## config.mk

```make
export PLATFORM = sky130hd
export DESIGN_NAME = pca_counter_pwm_prescaled
export DESIGN_NICKNAME = d
export VERILOG_FILES = /design/src/pca_pkg.sv /design/src/pca_cnt_pwm.sv /design/src/pca_counter_pwm_prescaled.sv
export SDC_FILE = /design/constraint.sdc
export NUM_CORES = 1
export LEC_CHECK = 0
export BUFFER_PORTS_ARGS = -buffer_cell sky130_fd_sc_hd__buf_2
export CAP_MARGIN = 10
export CORE_UTILIZATION = 45
export DETAILED_ROUTE_END_ITERATION = 16
export HOLD_SLACK_MARGIN = 0.05
export PLACE_DENSITY_LB_ADDON = 0.1
export SETUP_SLACK_MARGIN = 0.4
export SYNTH_ARGS = -nofsm -noshare
export SYNTH_HDL_FRONTEND = slang
export SYNTH_SLANG_ARGS = --single-unit
```

## constraint.sdc

```tcl
create_clock -name aclk -period 6.3 [get_ports aclk]
set_input_delay 0.315 -clock aclk [delete_from_list [all_inputs] [get_ports aclk]]
set_output_delay 0.315 -clock aclk [all_outputs]
set_load 0.005 [all_outputs]
```

## src/pca_pkg.sv

```systemverilog
// ---------------------------------------------------------------------------
// pca_pkg: shared types and constants of the PCA counter/PWM block
// Holds register codes, clock source codes, prescale factors, the sequencer
// states and the structs that pass between the top level and the counter.
// ---------------------------------------------------------------------------
package pca_pkg;

    // Stream payload widths (fields packed from bit 0, padded to bytes).
    localparam int IN_W  = 32;
    localparam int OUT_W = 24;

    // Configuration register indexes.
    typedef enum logic [2:0] {
        REG_RUN_ENABLE   = 3'd0,
        REG_IDLE_STOP    = 3'd1,
        REG_CLOCK_SELECT = 3'd2,
        REG_COMPARE_MASK = 3'd3,
        REG_PWM_MASK     = 3'd4,
        REG_DUTY_RELOAD  = 3'd5
    } pca_reg_idx_t;

    // Count source codes.
    typedef enum logic [1:0] {
        CLK_OSC12  = 2'd0,
        CLK_OSC2   = 2'd1,
        CLK_TIMER0 = 2'd2,
        CLK_ECI    = 2'd3
    } pca_clk_sel_t;

    // Amount taken off the work count per counter increment.
    localparam logic [3:0] PRESCALE_12  = 4'd12;
    localparam logic [3:0] PRESCALE_2   = 4'd2;
    localparam logic [3:0] PRESCALE_ONE = 4'd1;

    // Sequencer states.
    typedef enum logic [1:0] {
        ST_IDLE,
        ST_RUN,
        ST_OUT
    } pca_state_t;

    // Control from the sequencer to the counter.
    typedef struct packed {
        logic advance;
        logic clear_flag;
    } pca_ctrl_t;

    // Static configuration seen by the counter.
    typedef struct packed {
        logic [1:0]  compare_mask;
        logic [1:0]  pwm_mask;
        logic [15:0] duty_reload;
    } pca_cfg_t;

    // Status from the counter back to the sequencer.
    typedef struct packed {
        logic [7:0] count_high;
        logic [7:0] count_low;
        logic       overflow_flag;
        logic [1:0] pins;
        logic       full;
    } pca_stat_t;

endpackage

```

## src/pca_cnt_pwm.sv

```systemverilog
// ---------------------------------------------------------------------------
// pca_cnt_pwm: 16-bit counter with PWM compare and duty reload
// Performs one counter increment per cycle when told to, updates the PWM
// pins, reloads the duty bytes on a low-byte wrap and keeps the sticky flag.
// ---------------------------------------------------------------------------
module pca_cnt_pwm
    import pca_pkg::*;
#(
    parameter int MODULES = 2
) (
    input  logic      aclk,
    input  logic      aresetn,
    input  pca_ctrl_t ctrl,
    input  pca_cfg_t  cfg,
    output pca_stat_t stat
);

    // Only modules 0 and 1 have register bits; higher ones never act.
    localparam int ACTIVE = (MODULES < 2) ? MODULES : 2;

    logic [7:0] count_low_reg,  count_low_next;
    logic [7:0] count_high_reg, count_high_next;
    logic [7:0] duty_reg  [ACTIVE];
    logic [7:0] duty_next [ACTIVE];
    logic       flag_reg,  flag_next;
    logic [1:0] pins_reg,  pins_next;
    logic       full;
    logic [7:0] low_inc;

    // One increment: compare against the old duty, then reload on wrap.
    always_comb begin
        count_low_next  = count_low_reg;
        count_high_next = count_high_reg;
        duty_next       = duty_reg;
        flag_next       = flag_reg;
        pins_next       = pins_reg;
        full            = 1'b0;
        low_inc         = count_low_reg + 8'd1;
        if (ctrl.clear_flag) begin
            flag_next = 1'b0;
        end
        if (ctrl.advance) begin
            count_low_next = low_inc;
            for (int i = 0; i < ACTIVE; i++) begin
                if (cfg.compare_mask[i] && cfg.pwm_mask[i]) begin
                    pins_next[i] = (low_inc >= duty_reg[i]);
                end
            end
            if (low_inc == 8'd0) begin
                for (int i = 0; i < ACTIVE; i++) begin
                    if (cfg.pwm_mask[i]) begin
                        duty_next[i] = cfg.duty_reload[8*i +: 8];
                    end
                end
                count_high_next = count_high_reg + 8'd1;
                if (count_high_next == 8'd0) begin
                    flag_next = 1'b1;
                    full      = 1'b1;
                end
            end
        end
    end

    // Counter state registers.
    always_ff @(posedge aclk) begin
        if (!aresetn) begin
            count_low_reg  <= '0;
            count_high_reg <= '0;
            flag_reg       <= 1'b0;
            pins_reg       <= 2'b11;
            for (int i = 0; i < ACTIVE; i++) begin
                duty_reg[i] <= '0;
            end
        end else begin
            count_low_reg  <= count_low_next;
            count_high_reg <= count_high_next;
            flag_reg       <= flag_next;
            pins_reg       <= pins_next;
            duty_reg       <= duty_next;
        end
    end

    assign stat.count_high    = count_high_reg;
    assign stat.count_low     = count_low_reg;
    assign stat.overflow_flag = flag_reg;
    assign stat.pins          = pins_reg;
    assign stat.full          = full;

endmodule

```

## src/pca_counter_pwm_prescaled.sv

```systemverilog
// ---------------------------------------------------------------------------
// pca_counter_pwm_prescaled: PCA counter and PWM array with prescaler
// Counts oscillator, timer-0 or external events into a 16-bit counter and
// drives PWM pins; returns one status beat per tick beat.
// ---------------------------------------------------------------------------
// An accepted tick beat is worked off one counter increment per cycle: a
// shared subtract-and-compare unit takes the prescale factor (12, 2 or 1)
// off a 9-bit work count each cycle and advances the counter once. A
// halted or stopped counter loads a zero work count and makes no increment.
// s_tready is low while the increments run. The status beat sits in an
// output register, so the next tick is taken while it waits on m_tready.
// Configuration writes are always taken and must arrive only while idle.
// ---------------------------------------------------------------------------
module pca_counter_pwm_prescaled
    import pca_pkg::*;
#(
    parameter int MODULES = 2
) (
    input  logic             aclk,
    input  logic             aresetn,
    // s_tdata: osc_clocks[7:0], timer0_overflows[15:8], eci_edges[23:16],
    //          cpu_idle[24], clear_flag[25], zero padding[31:26]
    input  logic             s_tvalid,
    output logic             s_tready,
    input  logic [IN_W-1:0]  s_tdata,
    // m_tdata: count_value[15:0], overflow_flag[16], pwm_pins[18:17],
    //          overflowed_now[19], zero padding[23:20]
    output logic             m_tvalid,
    input  logic             m_tready,
    output logic [OUT_W-1:0] m_tdata,
    input  logic             cfg_valid,
    output logic             cfg_ready,
    input  logic [2:0]       cfg_index,
    input  logic [15:0]      cfg_data
);

    // Configuration registers.
    logic         run_en_reg;
    logic         idle_stop_reg;
    pca_clk_sel_t clk_sel_reg;
    logic [1:0]   cmp_mask_reg;
    logic [1:0]   pwm_mask_reg;
    logic [15:0]  duty_reload_reg;

    // Sequencer and work registers.
    pca_state_t state_reg, state_next;
    logic [8:0] work_reg,   work_next;
    logic [3:0] div_reg,    div_next;
    logic [3:0] rem_reg,    rem_next;
    logic       rem_wr_reg, rem_wr_next;
    logic       now_reg,    now_next;
    logic             m_tvalid_reg, m_tvalid_next;
    logic [OUT_W-1:0] m_tdata_reg,  m_tdata_next;

    logic       in_accept;
    logic       step_ok;
    logic       out_load;
    logic       running;
    logic [8:0] load_work;
    logic [3:0] load_div;
    logic       load_rem_wr;
    pca_ctrl_t  ctrl;
    pca_cfg_t   cnt_cfg;
    pca_stat_t  stat;

    assign cfg_ready = 1'b1;

    // Configuration writes.
    always_ff @(posedge aclk) begin
        if (!aresetn) begin
            run_en_reg      <= 1'b0;
            idle_stop_reg   <= 1'b0;
            clk_sel_reg     <= CLK_OSC12;
            cmp_mask_reg    <= '0;
            pwm_mask_reg    <= '0;
            duty_reload_reg <= '0;
        end else if (cfg_valid && cfg_ready) begin
            case (cfg_index)
                REG_RUN_ENABLE:   run_en_reg      <= cfg_data[0];
                REG_IDLE_STOP:    idle_stop_reg   <= cfg_data[0];
                REG_CLOCK_SELECT: clk_sel_reg     <= pca_clk_sel_t'(cfg_data[1:0]);
                REG_COMPARE_MASK: cmp_mask_reg    <= cfg_data[1:0];
                REG_PWM_MASK:     pwm_mask_reg    <= cfg_data[1:0];
                REG_DUTY_RELOAD:  duty_reload_reg <= cfg_data;
                default: ;
            endcase
        end
    end

    // Shared unit: one prescale step is possible while work covers it.
    assign step_ok = (work_reg >= {5'b0, div_reg});

    // Work count, prescale factor and remainder handling chosen at accept.
    always_comb begin
        running     = run_en_reg && !(s_tdata[24] && idle_stop_reg);
        load_rem_wr = 1'b0;
        case (clk_sel_reg)
            CLK_OSC12: begin
                load_work   = {1'b0, s_tdata[7:0]} + {5'b0, rem_reg};
                load_div    = PRESCALE_12;
                load_rem_wr = 1'b1;
            end
            CLK_OSC2: begin
                load_work   = {1'b0, s_tdata[7:0]} + {5'b0, rem_reg};
                load_div    = PRESCALE_2;
                load_rem_wr = 1'b1;
            end
            CLK_TIMER0: begin
                load_work = {1'b0, s_tdata[15:8]};
                load_div  = PRESCALE_ONE;
            end
            default: begin
                load_work = {1'b0, s_tdata[23:16]};
                load_div  = PRESCALE_ONE;
            end
        endcase
        if (!running) begin
            load_work   = '0;
            load_div    = PRESCALE_ONE;
            load_rem_wr = 1'b0;
        end
    end

    // Next state.
    always_comb begin
        state_next = state_reg;
        case (state_reg)
            ST_IDLE: if (s_tvalid) state_next = ST_RUN;
            ST_RUN:  if (!step_ok) state_next = ST_OUT;
            ST_OUT:  if (!m_tvalid_reg || m_tready) state_next = ST_IDLE;
            default: state_next = ST_IDLE;
        endcase
    end

    // Sequencer outputs.
    always_comb begin
        s_tready        = 1'b0;
        ctrl.advance    = 1'b0;
        ctrl.clear_flag = 1'b0;
        out_load        = 1'b0;
        case (state_reg)
            ST_IDLE: begin
                s_tready        = 1'b1;
                ctrl.clear_flag = s_tvalid && s_tdata[25];
            end
            ST_RUN:  ctrl.advance = step_ok;
            ST_OUT:  out_load = !m_tvalid_reg || m_tready;
            default: ;
        endcase
    end

    assign in_accept = s_tvalid && s_tready;

    // Work datapath and result register.
    always_comb begin
        work_next     = work_reg;
        div_next      = div_reg;
        rem_next      = rem_reg;
        rem_wr_next   = rem_wr_reg;
        now_next      = now_reg;
        m_tvalid_next = m_tvalid_reg;
        m_tdata_next  = m_tdata_reg;
        if (in_accept) begin
            work_next   = load_work;
            div_next    = load_div;
            rem_wr_next = load_rem_wr;
            now_next    = 1'b0;
        end
        if (ctrl.advance) begin
            work_next = work_reg - {5'b0, div_reg};
            now_next  = now_reg | stat.full;
        end
        // The leftover of an oscillator source is below its factor.
        if (state_reg == ST_RUN && !step_ok && rem_wr_reg) begin
            rem_next = work_reg[3:0];
        end
        if (m_tvalid_reg && m_tready) begin
            m_tvalid_next = 1'b0;
        end
        if (out_load) begin
            m_tvalid_next = 1'b1;
            m_tdata_next  = {4'b0, now_reg, stat.pins, stat.overflow_flag,
                             stat.count_high, stat.count_low};
        end
    end

    always_ff @(posedge aclk) begin
        if (!aresetn) begin
            state_reg    <= ST_IDLE;
            rem_reg      <= '0;
            rem_wr_reg   <= 1'b0;
            now_reg      <= 1'b0;
            m_tvalid_reg <= 1'b0;
            work_reg     <= '0;
            div_reg      <= PRESCALE_ONE;
        end else begin
            state_reg    <= state_next;
            rem_reg      <= rem_next;
            rem_wr_reg   <= rem_wr_next;
            now_reg      <= now_next;
            m_tvalid_reg <= m_tvalid_next;
            work_reg     <= work_next;
            div_reg      <= div_next;
        end
    end

    always_ff @(posedge aclk) begin
        m_tdata_reg <= m_tdata_next;
    end

    assign m_tvalid = m_tvalid_reg;
    assign m_tdata  = m_tdata_reg;

    assign cnt_cfg.compare_mask = cmp_mask_reg;
    assign cnt_cfg.pwm_mask     = pwm_mask_reg;
    assign cnt_cfg.duty_reload  = duty_reload_reg;

    // Counter, PWM compare and duty reload.
    pca_cnt_pwm #(
        .MODULES (MODULES)
    ) u_cnt (
        .aclk    (aclk),
        .aresetn (aresetn),
        .ctrl    (ctrl),
        .cfg     (cnt_cfg),
        .stat    (stat)
    );

endmodule

```

After elaboration in Yosys (flattened, before gate mapping):

Cells that the tools add are included.

* register bits: 101
* bits in latches: 0
* memory bits (writable): 0
* memory bits (read-only): 0
* bits of input ports: 56
* logic and storage cells: 101
* memories kept: 0

* $add $sub $neg: 4
* multipliers: 0
* div/mod/pow operators: 0
* magnitude comparators: 3
* equal/unequal tests: 12
* shifts and indexed selects: 0
* multiplexer cells: 27
* bitwise logic cells: 1
* reductions and logical operators: 33

Operators with widths (number)
* 2-to-1 mux 9 bit: 3
* one-hot mux 9 bit (2 select lines): 1
* AND reduction 2 bit: 9
* 2-to-1 mux 1 bit: 17
* adder 8 x 1 -> 8 bit (second input constant): 2
* >= comparator 8 bit: 2
* logical NOT 8 bit: 2
* adder 8 x 4 -> 9 bit: 1
* >= comparator 9 x 4 -> 1 bit: 1
* logical AND 1 bit: 9
* AND reduction 3 bit: 3
* subtractor 9 x 4 -> 9 bit: 1
* one-hot mux 4 bit (2 select lines): 1
* equality test 3 x 2 -> 1 bit (second input constant): 2
* equality test 3 bit (second input constant): 2
* 2-to-1 mux 2 bit: 3
* inequality test 2 bit (second input constant): 3
* one-hot mux 2 bit (3 select lines): 1
* equality test 2 x 1 -> 1 bit (second input constant): 2
* equality test 2 bit (second input constant): 2
* logical NOT 2 bit: 2
* 2-to-1 mux 4 bit: 1
* nonzero test 2 bit: 2
* equality test 3 x 1 -> 1 bit (second input constant): 1
* 5 further kinds: 7

Longest topological paths before layout:

* word-level depth: 7
* depth in mapped cells: 10
* gate-level depth less buffers: 9

Hierarchy:

From an unflattened synthesis, not the netlist that was laid out.

* cell total of the unflattened synthesis: 568
* area, all modules: 5059.9 µm²

Modules (own cells, without submodules)
* pca_counter_pwm_prescaled: instances 1, cells each 324, area each 3039.2 µm², seq. area each 1501.4 µm²
* pca_cnt_pwm: instances 1, cells each 244, area each 2020.7 µm², seq. area each 700.7 µm²

Worst setup path before layout:

Ideal clock, no wire load.

* path kind: register to register
* from: register u_cnt.count_low_reg[0]
* to: register u_cnt.pins_reg[0]
* data arrival time: 2.236 ns
* data required time: 6.171 ns
* path slack: 3.936 ns
* stages on the path, launching flop included: 10
* buffers on the path: 0
* cells stage by stage: dfxtp_1 > ha_1 > and3_1 > nand3_1 > xnor2_1 > ha_1 > a21o_1 > a21o_1 > a2111oi_0 > o21ai_0

* word-level cells in the longest chain between the ends: 2

RTL lines
* start, declared: line pca_cnt_pwm.sv:21 `logic [7:0] count_low_reg, count_low_next;`
* start signal, assigned: line pca_cnt_pwm.sv:75 `count_low_reg <= count_low_next;`
* adder 8 x 1 -> 8 bit: line pca_cnt_pwm.sv:38 `low_inc = count_low_reg + 8'd1;`
* named net u_cnt.low_inc[6]: line pca_cnt_pwm.sv:28 `logic [7:0] low_inc;`
* >= comparator 8 bit: line pca_cnt_pwm.sv:46 `pins_next[i] = (low_inc >= duty_reg[i]);`
* end signal, assigned: line pca_cnt_pwm.sv:78 `pins_reg <= pins_next;`
* end, declared: line pca_cnt_pwm.sv:26 `logic [1:0] pins_reg, pins_next;`

The timed path passes the listed nets, and every way through them passes these cells.
A chain may end at the register's enable or synchronous reset.

Worst setup path after layout:

* from: register div_reg[1]
* to: register work_reg[5]

* word-level cells in the longest chain between the ends: 3
* elaborated cells on any way between the ends: 5
* classes of those cells: add/sub (1); order compare (1); mux (2); reduce/logical (1)

RTL lines
* start, declared: line pca_counter_pwm_prescaled.sv:48 `logic [3:0] div_reg, div_next;`
* start signal, assigned: line pca_counter_pwm_prescaled.sv:203 `div_reg <= div_next;`
* >= comparator 9 x 4 -> 1 bit: line pca_counter_pwm_prescaled.sv:91 `assign step_ok = (work_reg >= {5'b0, div_reg});`
* 2-to-1 mux 1 bit: line pca_counter_pwm_prescaled.sv:141 `case (state_reg)`
* 2-to-1 mux 9 bit / nonzero test 2 bit (equally long branches)
* end signal, assigned: line pca_counter_pwm_prescaled.sv:202 `work_reg <= work_next;`
* end, declared: line pca_counter_pwm_prescaled.sv:47 `logic [8:0] work_reg, work_next;`

Several ways; a longest one is shown, not always the timed one.

==> impl_metrics.ini <==
[yosys]
synth_sequential_area_ratio = 0.417
synth_area_sq_um = 5280
number_of_distinct_library_cells_after_synthesis = 65
yosys.area.top_type = sky130_fd_sc_hd__dfxtp_1
synth_simple_gate_area_share = 0.180
synth_cells = 586
synth_most_common_cell = sky130_fd_sc_hd__dfxtp_1
synth-edff-count = 20
largest_cells_by_area_after_synthesis = sky130_fd_sc_hd__dfxtp_1 (30%), sky130_fd_sc_hd__edfxtp_1 (11%), sky130_fd_sc_hd__ha_1 (6.6%)
synth_top_family_by_area = compound AO/OA/AOI/OAI gates
synthAdderAreaFrac = 0.0739
synth_top_cell_area_share = 0.303
postSynth.asyncResetShare = 0
synthMuxAreaShare = 0.0386
ys_ff_latch = 100
post_synth_xor_area_fraction = 0.0232
synthesis.area_per_instance_sq_um = 9.01
synth_warnings = 0
synth_top_cells_by_count = sky130_fd_sc_hd__dfxtp_1 (80), sky130_fd_sc_hd__nand2_1 (64), sky130_fd_sc_hd__a21oi_1 (60)
synth_ff_type = sky130_fd_sc_hd__dfxtp_1
complex_gate_fraction_of_the_synthesized_area = 0.206

[setup_path]
required_ns = 6.55
cp_max_fo = 30
timing.rr.end = work_reg[5]
crit_path_end_kind = flop
startpoint_type = flop
reg2reg_start = div_reg[1]
setup.worst_path.class = flop to flop
critical_path.max_stage_delay_ns = 0.83
crit_chain = inv_1, ha_1, nor2b_1, o31a_2, o31ai_4, buf_4, o211ai_1, a211oi_1
setup.reg_to_reg.worst_slack_ns = 3.38
master_of_the_slowest_instance_on_the_critical_path = sky130_fd_sc_hd__o31ai_4
arrival_ns = 3.18
r2r_cells = 8
critical_path_source = div_reg[1]

[clock_tree]
worstSkewPairLatency_ns = 0.34
clock_tree.htree_level_count = 3
clockRootBuffer = sky130_fd_sc_hd__clkbuf_16
tritoncts = yes
clockBufferDepth = 2
postcts_setup_bufs = 0
cts_made_buffers = 9
clock-sinks = 100
clkTransAtPathRegs_ns = 0.07
post_cts_resized = 0
post_cts_hold_buffer_count = 0

[cells_and_area]
final.fill_count = 1090
post_layout_net_count = 720
final_layout_size_suffix_gt1_frac = 0.168
syn2layout_area_growth_pct = 11.8
antenna_cells = 0
largest_reg_flops = 20

[timing]
setup_viol = 0
timing.fmax_ghz = 0.342
rsz0062_at_grt = no
report.final.slew_viol_count = 0
fin_tns_setup_ns = 0
timing.max_slew.rel_slack = 0.363
timing.final.crit_period_ns = 2.92
skew_ns = 0.00977
timing.final.hold_violations = 0
final.period_utilization = 0.464
max_slew.worst_pin.slew_ns = 0.951
worst_hold_slack_after_final_layout_ns = 0.208

[drt]
drt_iter0_drc = 221
detailedRoute.firstPassIterationCount = 4
met2_wirelength_mm = 5.07
num_vias = 4365
highest_layer = met4
routed_length_on_met1_mm = 5.77
routed_wire_length_per_instance_microns = 14.7
drt_drc_violations_left = 0
route.detailed.vias_per_inst = 5.59
totalWireLength_mm = 11.5
antenna_left = 0
met3_length_microns = 468

[place]
port-buffer-count = 71
dpl.hpwl_mm = 8.13
gp_routability_congestion = 0.874

[power_and_ir_drop]
power.switching_uw = 652
pwr-share-comb = 0.311
internal_power_uw = 1190
p_leak_uw = 0.00216
pd_cells_nw_per_um2 = 312
power.share.switching = 0.354
irDropWorstVdd_mv = 0.127
p_clk_frac = 0.271
pwr-share-seq = 0.418

[min_path]
whs_endpoint = duty_reload_reg[8]
hold_start = cfg_data[8]
min-delay-path-class = input pin to flop
timing.hold.worst_path_depth = 3

[die]
fp.dieW_microns = 110
rows = 39
core_area_sq_um = 11400
dieHeight_microns = 110
ios = 83
starting_density_of_the_core = 0.463
floorplan.die_area_sq_um = 12200

[global_route]
antenna_violations_before_repair = 0
grt_start_max_net_pins = 56
grt_first_pass_wirelength_mm = 19.2
grt.overflow.total = 0
grt.total_usage = 0.204
grt_pass1_vias = 3968

[flow_run]
max_cap_viol_count = 0

[status]
status = complete, no violations
placed cells by master, fill, tap and decap left out, types with 3 or more instances in the layout:
master                      synthesis  layout
sky130_fd_sc_hd__a221oi_1           3       3
sky130_fd_sc_hd__xnor2_1            8       8
sky130_fd_sc_hd__clkbuf_16          0       9
sky130_fd_sc_hd__buf_2             10      71
sky130_fd_sc_hd__ha_1              28      28
sky130_fd_sc_hd__a21oi_1           60      60
sky130_fd_sc_hd__or3_1             10      10
sky130_fd_sc_hd__nand2b_1           6       6
sky130_fd_sc_hd__conb_1             2       5
sky130_fd_sc_hd__nor3_1             6       6
sky130_fd_sc_hd__o211ai_1           4       4
sky130_fd_sc_hd__dfxtp_1           80      80
sky130_fd_sc_hd__a2111oi_0          3       3
sky130_fd_sc_hd__o31a_1             3       3
sky130_fd_sc_hd__a31oi_1            5       5
sky130_fd_sc_hd__nand4_1           20      20
sky130_fd_sc_hd__o21ai_0           20      20
sky130_fd_sc_hd__mux2_2             3       3
sky130_fd_sc_hd__xor2_1             6       6
sky130_fd_sc_hd__or4_1              6       6
sky130_fd_sc_hd__o31ai_1           24      24
sky130_fd_sc_hd__inv_1             28      28
sky130_fd_sc_hd__a211oi_1           7       7
sky130_fd_sc_hd__a21boi_0           3       3
sky130_fd_sc_hd__edfxtp_1          20      20
sky130_fd_sc_hd__nand3_1           14      14
sky130_fd_sc_hd__nand3b_1           3       3
sky130_fd_sc_hd__nor2_1            30      30
sky130_fd_sc_hd__mux2i_1           17      17
sky130_fd_sc_hd__a211o_1            3       3
sky130_fd_sc_hd__nand2_1           64      64
sky130_fd_sc_hd__and3_1             4       4
sky130_fd_sc_hd__nor4_1             4       4
sky130_fd_sc_hd__nor2b_1            6       5
sky130_fd_sc_hd__a21o_1             9       9
sky130_fd_sc_hd__buf_4              6       4
power groups by stage:
stage	Combinational, uW	Clock [uW]	Sequential, uW
final	574	500	770
after global routing	645	539	779
after CTS	575	513	768
after detailed placement	570	0	782
after global placement	552	0	780
after floorplan	447	0	768
area by class of cell:
type | instances | area (sq um) | area share
Sequential cell | 100 | 2200 | 0.373
Multi-Input combinational cell | 419 | 2770 | 0.470
Inverter | 29 | 109 | 0.0184
Clock inverter | 5 | 28.8 | 0.00487
Tap cell | 143 | 179 | 0.0303
Timing Repair Buffer | 75 | 385 | 0.0652
Clock buffer | 10 | 229 | 0.0388
metrics by stage:
| step | util | cells | cell area (sq um) | worst slack, ns | power [uW] |
|---|---|---|---|---|---|
| 2_1_floorplan | - | 589 | 5290 | 3.94 | 1220 |
| 3_3_place_gp | 0.495 | 766 | 5650 | 3.42 | 1330 |
| 3_5_place_dp | 0.495 | 766 | 5650 | 3.36 | 1350 |
| 4_1_cts | 0.517 | 781 | 5910 | 3.32 | 1860 |
| 5_1_grt | 0.517 | 781 | 5910 | 3.07 | 1960 |
| 6_report | 0.517 | 781 | 5910 | 3.38 | 1840 |
kinds of logic after synthesis:
family,Yosys count
AND/OR/NAND/NOR,186
AO/OA/AOI/OAI,164
flip-flops,100
buffers and inverters,70
adder cells (fa/ha/maj),30
multiplexers,20
XOR/XNOR,14
other,2
per-layer routing:
metal | GRT usage | vias up
li1 | - | 2232
met1 | 0.290 | 2029
met2 | 0.309 | 89
met3 | 0.0423 | 15
met4 | 0.0592 | 0
met5 | 0 | -
critical path: cells and delay by family, from the launching register on:
kind / cells / cell delay, ns
AOI/OAI and AO/OA: 4 / 1.55
adders and majority gates: 1 / 0.28
buffers and inverters: 2 / 0.47
DFF: 1 / 0.39
and+or+nand+nor: 1 / 0.14
how the worst max path moves through the flow:
| stage | depth (start not counted) | to | slack, ns |
|---|---|---|---|
| after floorplan | 9 | u_cnt.pins_reg[0] | 3.94 |
| after global routing | 8 | work_reg[5] | 3.07 |
| final | 8 | work_reg[5] | 3.38 |
| after detailed placement | 8 | work_reg[5] | 3.36 |
| after global placement | 8 | work_reg[5] | 3.42 |
| after CTS | 8 | work_reg[5] | 3.32 |
Note: power is estimated with default switching activity, not from simulation.
